$ cat config.mk
export PLATFORM = sky130hd
export DESIGN_NAME = zba_scan
export DESIGN_NICKNAME = d
export VERILOG_FILES = /design/src/hw/rtl/zba_pkg.sv /design/src/hw/rtl/zba_scan.sv
export SDC_FILE = /design/constraint.sdc
export NUM_CORES = 1
export LEC_CHECK = 0
export ABC_AREA = 0
export BUFFER_PORTS_ARGS = -buffer_cell sky130_fd_sc_hd__buf_2
export CAP_MARGIN = 20
export CORE_AREA = 5 5 112 114
export DETAILED_ROUTE_END_ITERATION = 10
export DIE_AREA = 0 0 117 119
export GPL_TIMING_DRIVEN = 0
export PLACE_DENSITY_LB_ADDON = 0.12
export REMOVE_ABC_BUFFERS = 1
export SETUP_SLACK_MARGIN = 0.3
export SLEW_MARGIN = 20
export SYNTH_ARGS = -nofsm -noshare
export SYNTH_HDL_FRONTEND = slang
export SYNTH_SLANG_ARGS = --single-unit
$ cat constraint.sdc
create_clock -name vclk -period 6.6
set_input_delay 1.32 -clock vclk [all_inputs]
set_output_delay 1.32 -clock vclk [all_outputs]
set_load 0.01 [all_outputs]
$ cat src/hw/rtl/zba_pkg.sv
// Shared constants, command codes and item types of the zone bitmap allocator.
`default_nettype none
package zba_pkg;

   localparam int MAP_BYTES  = 1024;
   localparam int WORD_BYTES = 8;
   localparam int WORD_W     = WORD_BYTES * 8;
   localparam int ROWS       = MAP_BYTES / WORD_BYTES;
   localparam int ROW_W      = $clog2(ROWS);
   localparam int LANE_W     = $clog2(WORD_BYTES);
   localparam int BIT_SEL_W  = $clog2(WORD_W);
   localparam int MAP_BITS   = MAP_BYTES * 8;
   localparam int CNT_W      = 14;
   localparam int BLK_W      = 16;
   localparam int IDX_W      = 10;
   localparam int CMD_W      = 2;
   localparam int CSR_IDX_W  = 1;

   localparam logic [CNT_W-1:0] BITS_IN_USE_RESET = CNT_W'(8192);

   localparam logic [CMD_W-1:0] CMD_LOAD  = 2'd0;
   localparam logic [CMD_W-1:0] CMD_ALLOC = 2'd1;
   localparam logic [CMD_W-1:0] CMD_READ  = 2'd2;

   localparam logic STATUS_OK      = 1'b0;
   localparam logic STATUS_NO_FREE = 1'b1;

   localparam logic [CSR_IDX_W-1:0] REG_FIRST_ZONE  = 1'b0;
   localparam logic [CSR_IDX_W-1:0] REG_BITS_IN_USE = 1'b1;

   typedef struct packed {
      logic [CMD_W-1:0] cmd;
      logic [IDX_W-1:0] byte_index;
      logic [7:0]       byte_value;
   } req_item_type;

   typedef struct packed {
      logic             status;
      logic [BLK_W-1:0] block_number;
      logic [7:0]       read_byte;
   } rsp_item_type;

   typedef struct packed {
      logic                 found;
      logic                 overflow;
      logic                 last;
      logic [BIT_SEL_W-1:0] bit_sel;
      logic [BLK_W-1:0]     block_number;
   } scan_res_type;

endpackage
`default_nettype wire

$ cat src/hw/rtl/zba_scan.sv
// Row scan unit: masks bits past the limit, finds the first clear bit, forms the block number.
`default_nettype none
module zba_scan (
   input  wire logic [zba_pkg::WORD_W-1:0] word,
   input  wire logic [zba_pkg::ROW_W-1:0]  row,
   input  wire logic [zba_pkg::CNT_W-1:0]  limit,
   input  wire logic [zba_pkg::BLK_W-1:0]  first_zone,
   output zba_pkg::scan_res_type           res
);

   logic [zba_pkg::WORD_W-1:0]               eff;
   logic [zba_pkg::ROW_W+zba_pkg::BIT_SEL_W-1:0] pos;
   logic [zba_pkg::CNT_W-1:0]                row_end;
   logic                                     hit;
   logic [zba_pkg::BIT_SEL_W-1:0]            sel;
   logic [zba_pkg::BLK_W:0]                  sum;

   always_comb begin
      eff = word;
      for (int j = 0; j < zba_pkg::WORD_W; j++) begin
         pos = {row, zba_pkg::BIT_SEL_W'(j)};
         if (zba_pkg::CNT_W'(pos) >= limit) begin
            eff[j] = 1'b1;
         end
      end
   end

   always_comb begin
      hit = 1'b0;
      sel = '0;
      for (int j = zba_pkg::WORD_W - 1; j >= 0; j--) begin
         if (!eff[j]) begin
            hit = 1'b1;
            sel = zba_pkg::BIT_SEL_W'(j);
         end
      end
   end

   assign row_end = zba_pkg::CNT_W'({row, zba_pkg::BIT_SEL_W'(0)})
                  + zba_pkg::CNT_W'(zba_pkg::WORD_W);
   assign sum     = {1'b0, first_zone} + (zba_pkg::BLK_W+1)'({row, sel});

   assign res.found        = hit;
   assign res.overflow     = sum[zba_pkg::BLK_W];
   assign res.last         = (row_end >= limit);
   assign res.bit_sel      = sel;
   assign res.block_number = sum[zba_pkg::BLK_W-1:0];

endmodule
`default_nettype wire
==> results.ini, run 1 <==
[grt]
grt_pass1_wl_um = 25200
antenna_found_initial = 0
use_met3_pct = 1.93
grt_usage_pct = 22.2
grt_max_degree = 29
use_met2_pct = 37.1
grt_pass1_vias = 4767
grt_overflow = 0
busiest_layer = met2
met1_usage_pct = 29.7

[synthesis]
synth_top_area_share_pct = 11.2
ys_types = 79
synth_cells = 527
yosysSeqAreaShare_pct = 0
synth.largest_area_cell = ha_1
synth_area_leaders = ha_1 (11%), a21oi_1 (11%), nor2_1 (5.9%)
ys.warnings.count = 0
syn-cell-area_mm2 = 0.00334
synth.avg_cell_area_um2 = 6.35

[pwr]
power_density_mw_per_mm2 = 78.7
p_leak_nw = 2.28
irDropWorstVdd_v = 0.0000393

[critical_path]
critical_path.top_delay_family = compound AO/OA/AOI/OAI gates
cp_data_arrival_time_ns = 5.69
cp_cell_sequence = buf_6 -> inv_4 -> ha_4 -> or4b_4 -> o41ai_4 -> a31oi_2 -> o211ai_2 -> o21ai_1 -> or3_1 -> o211a_1 -> nor2_2 -> o31ai_4 -> ha_1 -> a21o_1 -> a21oi_2 -> nand2b_4 -> a211o_1 -> nand4_1 -> a31o_2 -> a21oi_2 -> nor2_1 -> xor2_1 -> buf_2
cp_slowest_stage_delay_ns = 0.49
worstSetupStartpointType = primary input
cp_common_cell = a21oi_2
worstSetupPathType = in2out
critPathCaptureType = output port
critPathSlowestCell = or4b_4
cp_max_fo = 7
path_buf_inv = 3
cp.required_ns = 5.28

[placement]
portBuffers = 126
dp_slack_ns = -2.09
dp_hpwl_um = 12100
place.gp.congestion = 0.932

[outcome]
violations = setup timing
status = finished with violations

[finish]
nFillCells = 1197
fin_nets = 822
antenna_cells = 0
multi_input_area_mm2 = 0.00362
regArea_um2 = 0
syn2layout_area_growth_pct = 52.7
drive_above_1_share_pct = 40.8
seq_cells = 0
clkbuf_count = 0

[sta]
rsz0062_at_grt = true
setup_tns_ns = -2.49
hold_viol = 0
relSlewSlack_pct = 59.2
fin_hold_ws_ns = 2.93
slew_violations = 0
setup_violations = 12
period_share_pct = 106
tightestPinTransition_ns = 0.610
timing.fmax_mhz = 143
worst_slack_ns = -0.412
post-route-min-period_ns = 7.01

[floorplanning]
ioPinCount = 126
core_area_mm2 = 0.0113
die_area_mm2 = 0.0139
num_rows = 39
die_h_um = 119
dieWidth_um = 117
initial_core_util_pct = 29.5

[flow_run]
cap_violations = 0

[min_path]
hp-class = in2out

[detailed_routing]
wl_um = 16800
vias = 4958
dr.pass1.iters = 5
post_drt_wl_per_cell_um = 20.3
drt_iter0_drc = 462
vias_per_cell = 5.97
ant_nets = 0
drc = 0

[clock_network]
cts-hold-fix-buffers = 0

timing repair:
action                                 CTS  global route
pin swaps                               36            26
resized for setup                       97            22
gates cloned                             4             1
setup endpoints to repair               21            14
buffers inserted                        46            12
endpoints found under the hold margin    0             0
cells in the mapped netlist, drive strengths merged (6+ instances only):
master / instances
a21oi: 73
nor2: 53
nand2: 45
o21ai: 37
ha: 30
nor3: 26
inv: 23
buf: 22
a31oi: 18
nand3: 17
a21o: 11
nand2b: 11
o31ai: 11
xnor2: 10
and2: 8
o211ai: 8
xor2: 8
a211oi: 6
a31o: 6
clkbuf: 6
nor2b: 6
nor4: 6
or2: 6
cell usage in the layout (no fill, tap or decap), types with 5 or more instances in the layout:
master	Yosys	final
nand2_1	44	44
o31ai_1	10	6
buf_4	6	52
ha_4	0	9
nor3_4	2	5
a21oi_2	0	9
nand2b_1	11	9
a21oi_1	73	63
buf_2	11	117
nand3_1	16	15
a21o_1	11	11
o21ai_0	34	27
or4_1	5	5
buf_6	2	9
and2_1	8	6
xor2_1	8	8
ha_1	30	20
xnor2_1	10	9
inv_1	23	17
nor2_1	53	47
nor3_1	24	21
a31oi_1	18	13
a31o_2	6	6
buf_12	0	5
o21ai_1	3	6
o211ai_1	7	7
path summary, 6_finish.rpt:
check / startpoint / endpoint / slack [ns] / cells after the start
min: first_zone[15] / res[15] / 2.93 / 3
max: limit[7] / res[15] / -0.41 / 23
power by group:
group / leakage [nW] / total [mW] / switching [mW] / internal [mW]
Sequential: 0 / 0 / 0 / 0
Clock: 0 / 0 / 0 / 0
Combinational: 2.28 / 0.402 / 0.227 / 0.175
Total: 2.28 / 0.402 / 0.227 / 0.175
through the flow:
| step | cell area, um2 | power (mW) | util (%) | cells |
|---|---|---|---|---|
| 3_5_place_dp | 4010 | 0.304 | 35.4 | 768 |
| 3_3_place_gp | 4000 | 0.302 | 35.3 | 768 |
| 4_1_cts | 4890 | 0.378 | 43.2 | 818 |
| 6_report | 5110 | 0.402 | 45.1 | 831 |
| 5_1_grt | 5110 | 0.435 | 45.1 | 831 |
| 2_1_floorplan | 3190 | 0.184 | - | 499 |
final cells by class:
class | count | share of cell area, %
Multi-Input combinational cell | 479 | 70.8
Timing Repair Buffer | 185 | 23.8
Tap cell | 143 | 3.50
Inverter | 24 | 1.86
layer usage:
metal  share of wire (%)  vias to the layer above
met5                   0                        -
met4                 3.9                        0
met1                  41                     2268
li1                    -                     2341
met3                 7.8                       53
met2                  47                      296
logic make-up after synthesis:
group / after synthesis / synth area share, %
xor gates and xnor gates: 18 / 4.71
AOI/OAI and AO/OA: 216 / 42.3
adders and majority gates: 31 / 11.8
and+or+nand+nor: 210 / 33.8
buffers and inverters: 52 / 7.37
(Power assumes the default switching activity.)
==> inputs of run 2 (changes only) <==
CORE_AREA = 5 5 93 138   (was 5 5 112 114)
DIE_AREA = 0 0 98 143   (was 0 0 117 119)
==> results.ini, run 2 (synthesized netlist as in run 1, its figures left out) <==
[outcome]
status = finished with violations
violations = setup timing

[grt]
grt_usage_pct = 24.1
grt_max_degree = 29
grt_pass1_wl_um = 27200
grt_overflow = 0
antenna_found_initial = 0
grt_pass1_vias = 5156

[critical_path]
worstSetupStartpointType = primary input
cp.required_ns = 5.28
cp_data_arrival_time_ns = 5.73
critical_path.top_delay_family = compound AO/OA/AOI/OAI gates
path_buf_inv = 4
critPathSlowestCell = or4_4
cp_cell_sequence = buf_8 -> ha_4 -> nand4b_4 -> buf_12 -> nor3_4 -> buf_12 -> a21oi_4 -> or4_4 -> nor3_2 -> o32a_1 -> o211a_1 -> nor2_2 -> o31ai_4 -> ha_1 -> a21o_1 -> a21oi_2 -> nand2b_4 -> a211o_1 -> nand4_1 -> a31o_2 -> a21oi_2 -> nor2_1 -> xor2_1 -> buf_2
critPathCaptureType = output port
worstSetupPathType = in2out
cp_slowest_stage_delay_ns = 0.53
cp_max_fo = 6

[finish]
drive_above_1_share_pct = 44.7
fin_nets = 841
regArea_um2 = 0
syn2layout_area_growth_pct = 62.1
clkbuf_count = 0
layout_common_cells = buf_2 (116), buf_4 (66), a21oi_1 (54)
final_common_cell = buf_2
fin_util_pct = 47.3
antenna_cells = 0
seq_cells = 0
instances_no_fill = 857
design_area_mm2 = 0.00542

[sta]
setup_violations = 12
tightestPinTransition_ns = 0.645
period_share_pct = 107
slew_violations = 0
hold_viol = 0
timing.fmax_mhz = 142
worst_slack_ns = -0.455
relSlewSlack_pct = 56.8
rsz0062_at_grt = true
fin_hold_ws_ns = 2.92
setup_tns_ns = -2.71
post-route-min-period_ns = 7.05

[detailed_routing]
drt_iter0_drc = 453
dr.pass1.iters = 7
vias = 5077
wl_um = 17800
vias_per_cell = 5.92
ant_nets = 0
post_drt_wl_per_cell_um = 20.8
drc = 0

[flow_run]
cap_violations = 0

[floorplanning]
ioPinCount = 126
initial_core_util_pct = 29.2
die_area_mm2 = 0.0140
dieWidth_um = 98
num_rows = 48
core_area_mm2 = 0.0115
die_h_um = 143

[pwr]
irDropWorstVdd_v = 0.0000249
pwr-share-clk_pct = 0
internal_power_mw = 0.194
pwr-share-comb_pct = 100.0
power_density_mw_per_mm2 = 79.8
p_leak_nw = 2.41
p_total_mw = 0.433
pwr-share-seq_pct = 0
p_sw_mw = 0.239
p_sw_share_pct = 55.3

[clock_network]
cts-hold-fix-buffers = 0

[placement]
post-place-cells = 775
place.gp.congestion = 0.957
portBuffers = 126
dp_slack_ns = -2.05
postPlaceCellArea_mm2 = 0.00401
dp_hpwl_um = 12800

[min_path]
hp-class = in2out

[run 2: cell types whose count changed in the layout (fill, tap and decap cells not counted), sizes merged]
cell	change
clkbuf	-1
buf	+20
[run 2: cell type report]
class	count	area, um2
Fill cell	1232	6050
Inverter	24	103
Multi-Input combinational cell	479	3700
Tap cell	150	188
Timing Repair Buffer	204	1430
[run 2: path summary, 6_finish.rpt]
| kind | start | endpoint | slack [ns] | cells past startpoint |
|---|---|---|---|---|
| max | row[4] | res[15] | -0.45 | 24 |
| min | first_zone[15] | res[15] | 2.92 | 3 |
[run 2: tightest hold or removal path: stages]
cell,delay [ns]
buf_2,0.10
xor2_1,0.05
buf_2,0.13
[run 2: power groups by stage]
stage	logic, mW	registers (mW)	clock network (mW)
final	0.433	0	0
after global routing	0.465	0	0
after CTS	0.413	0	0
after detailed placement	0.306	0	0
after global placement	0.304	0	0
after floorplan	0.184	0	0
[run 2: repair_timing]
item | CTS | global route
pin swaps | 56 | 16
gates resized for setup | 143 | 11
gates cloned | 5 | 0
buffers inserted | 68 | 9
endpoints found under the setup margin | 20 | 14
[run 2: per-layer routing]
metal,global-route usage (%),up-vias,share of wire (%)
li1,-,2383,-
met1,25.8,2358,36
met2,45.8,268,51
met3,3.27,68,6.5
met4,11.7,0,6.3
met5,0,-,0
==> inputs of run 3 (changes only) <==
CORE_AREA = 2 2 90 135   (was 5 5 93 138)
DIE_AREA = 0 0 92 137   (was 0 0 98 143)
==> results.ini, run 3 (synthesized netlist as in run 1, its figures left out) <==
[detailed_routing]
dr.pass1.iters = 5
drc = 0
vias_per_cell = 5.89
vias = 5028
post_drt_wl_per_cell_um = 20.8
wl_um = 17800
ant_nets = 0
drt_iter0_drc = 325

[critical_path]
cp_slowest_stage_delay_ns = 0.57
critPathSlowestCell = nor3b_1
cp_data_arrival_time_ns = 5.83
worstSetupPathType = in2out
critical_path.top_delay_family = simple AND/OR/NAND/NOR gates
cp.required_ns = 5.28
worstSetupStartpointType = primary input
path_buf_inv = 3
cp_max_fo = 10
critPathCaptureType = output port
cp_cell_sequence = buf_12 -> ha_4 -> nor3b_1 -> nand3_2 -> nand2_1 -> o31ai_1 -> or3_1 -> o211a_1 -> nor2_4 -> o31ai_4 -> buf_4 -> fa_2 -> a21oi_2 -> o21ai_2 -> a21oi_2 -> o21ai_2 -> a41oi_2 -> a21oi_2 -> and2_4 -> o21ai_2 -> xnor2_1 -> buf_2

[finish]
final_common_cell = buf_2
regArea_um2 = 0
instances_no_fill = 854
drive_above_1_share_pct = 43.2
seq_cells = 0
clkbuf_count = 0
antenna_cells = 0
fin_nets = 838
design_area_mm2 = 0.00529
syn2layout_area_growth_pct = 58.2
fin_util_pct = 46.4
nFillCells = 1241
layout_common_cells = buf_2 (114), buf_4 (65), a21oi_1 (60)

[min_path]
hp-class = in2out

[grt]
grt_max_degree = 29
grt_overflow = 0
grt_pass1_wl_um = 26200
antenna_found_initial = 0
grt_pass1_vias = 4909
grt_usage_pct = 26.5

[sta]
setup_violations = 12
relSlewSlack_pct = 53.1
post-route-min-period_ns = 7.15
period_share_pct = 108
worst_slack_ns = -0.552
tightestPinTransition_ns = 0.701
rsz0062_at_grt = true
fin_hold_ws_ns = 2.92
timing.fmax_mhz = 140
setup_tns_ns = -3.28
hold_viol = 0
slew_violations = 0

[floorplanning]
ioPinCount = 126
dieWidth_um = 92
die_area_mm2 = 0.0126
num_rows = 48
core_area_mm2 = 0.0114
die_h_um = 137
initial_core_util_pct = 29.3

[pwr]
power_density_mw_per_mm2 = 78.2
pwr-share-seq_pct = 0
p_leak_nw = 2.36
p_sw_share_pct = 56.7
pwr-share-comb_pct = 100.0
internal_power_mw = 0.179
pwr-share-clk_pct = 0
p_sw_mw = 0.235
irDropWorstVdd_v = 0.0000264

[placement]
postPlaceCellArea_mm2 = 0.00401
dp_hpwl_um = 12700
post-place-cells = 775
portBuffers = 126
place.gp.congestion = 0.918

[outcome]
status = finished with violations
violations = setup timing

[flow_run]
cap_violations = 0

[run 3: through the flow]
stage          power, mW  setup WS, ns
3_3_place_gp       0.306         -2.71
2_1_floorplan      0.184        -0.883
6_report           0.414        -0.552
5_1_grt            0.443        -0.680
3_5_place_dp       0.307         -2.06
4_1_cts            0.389        -0.460
[run 3: final cells by class]
cell class / count / area, um2 / share of cell area, %
Multi-Input combinational cell: 479 / 3640 / 68.9
Timing Repair Buffer: 201 / 1360 / 25.7
Tap cell: 150 / 188 / 3.55
Inverter: 24 / 97.6 / 1.84
[run 3: path summary, 6_finish.rpt]
kind	startpoint	endpoint	slack [ns]	cells past startpoint
setup / recovery	row[1]	res[14]	-0.55	22
hold / removal	first_zone[15]	res[15]	2.92	3
[run 3: timing repair]
action                     CTS  global route
cloned                       4             0
pin swaps                   51            31
hold endpoints to repair     0             0
setup endpoints to repair   20            15
buffers inserted            62            13
hold buffers                 0             0
resized for setup          109            34
[run 3: power groups by stage]
stage	sequential, mW	clock [mW]	combinational [mW]
2_1_floorplan	0	0	0.184
3_3_place_gp	0	0	0.306
3_5_place_dp	0	0	0.307
4_1_cts	0	0	0.389
5_1_grt	0	0	0.443
6_report	0	0	0.414
[run 3: layer usage]
| layer | global-route usage, % | vias up | share of wire [%] |
|---|---|---|---|
| met5 | 0 | - | 0 |
| met4 | 13.5 | 0 | 5.8 |
| met3 | 2.20 | 62 | 5.6 |
| met2 | 50.0 | 227 | 52 |
| met1 | 29.3 | 2367 | 37 |
| li1 | - | 2372 | - |
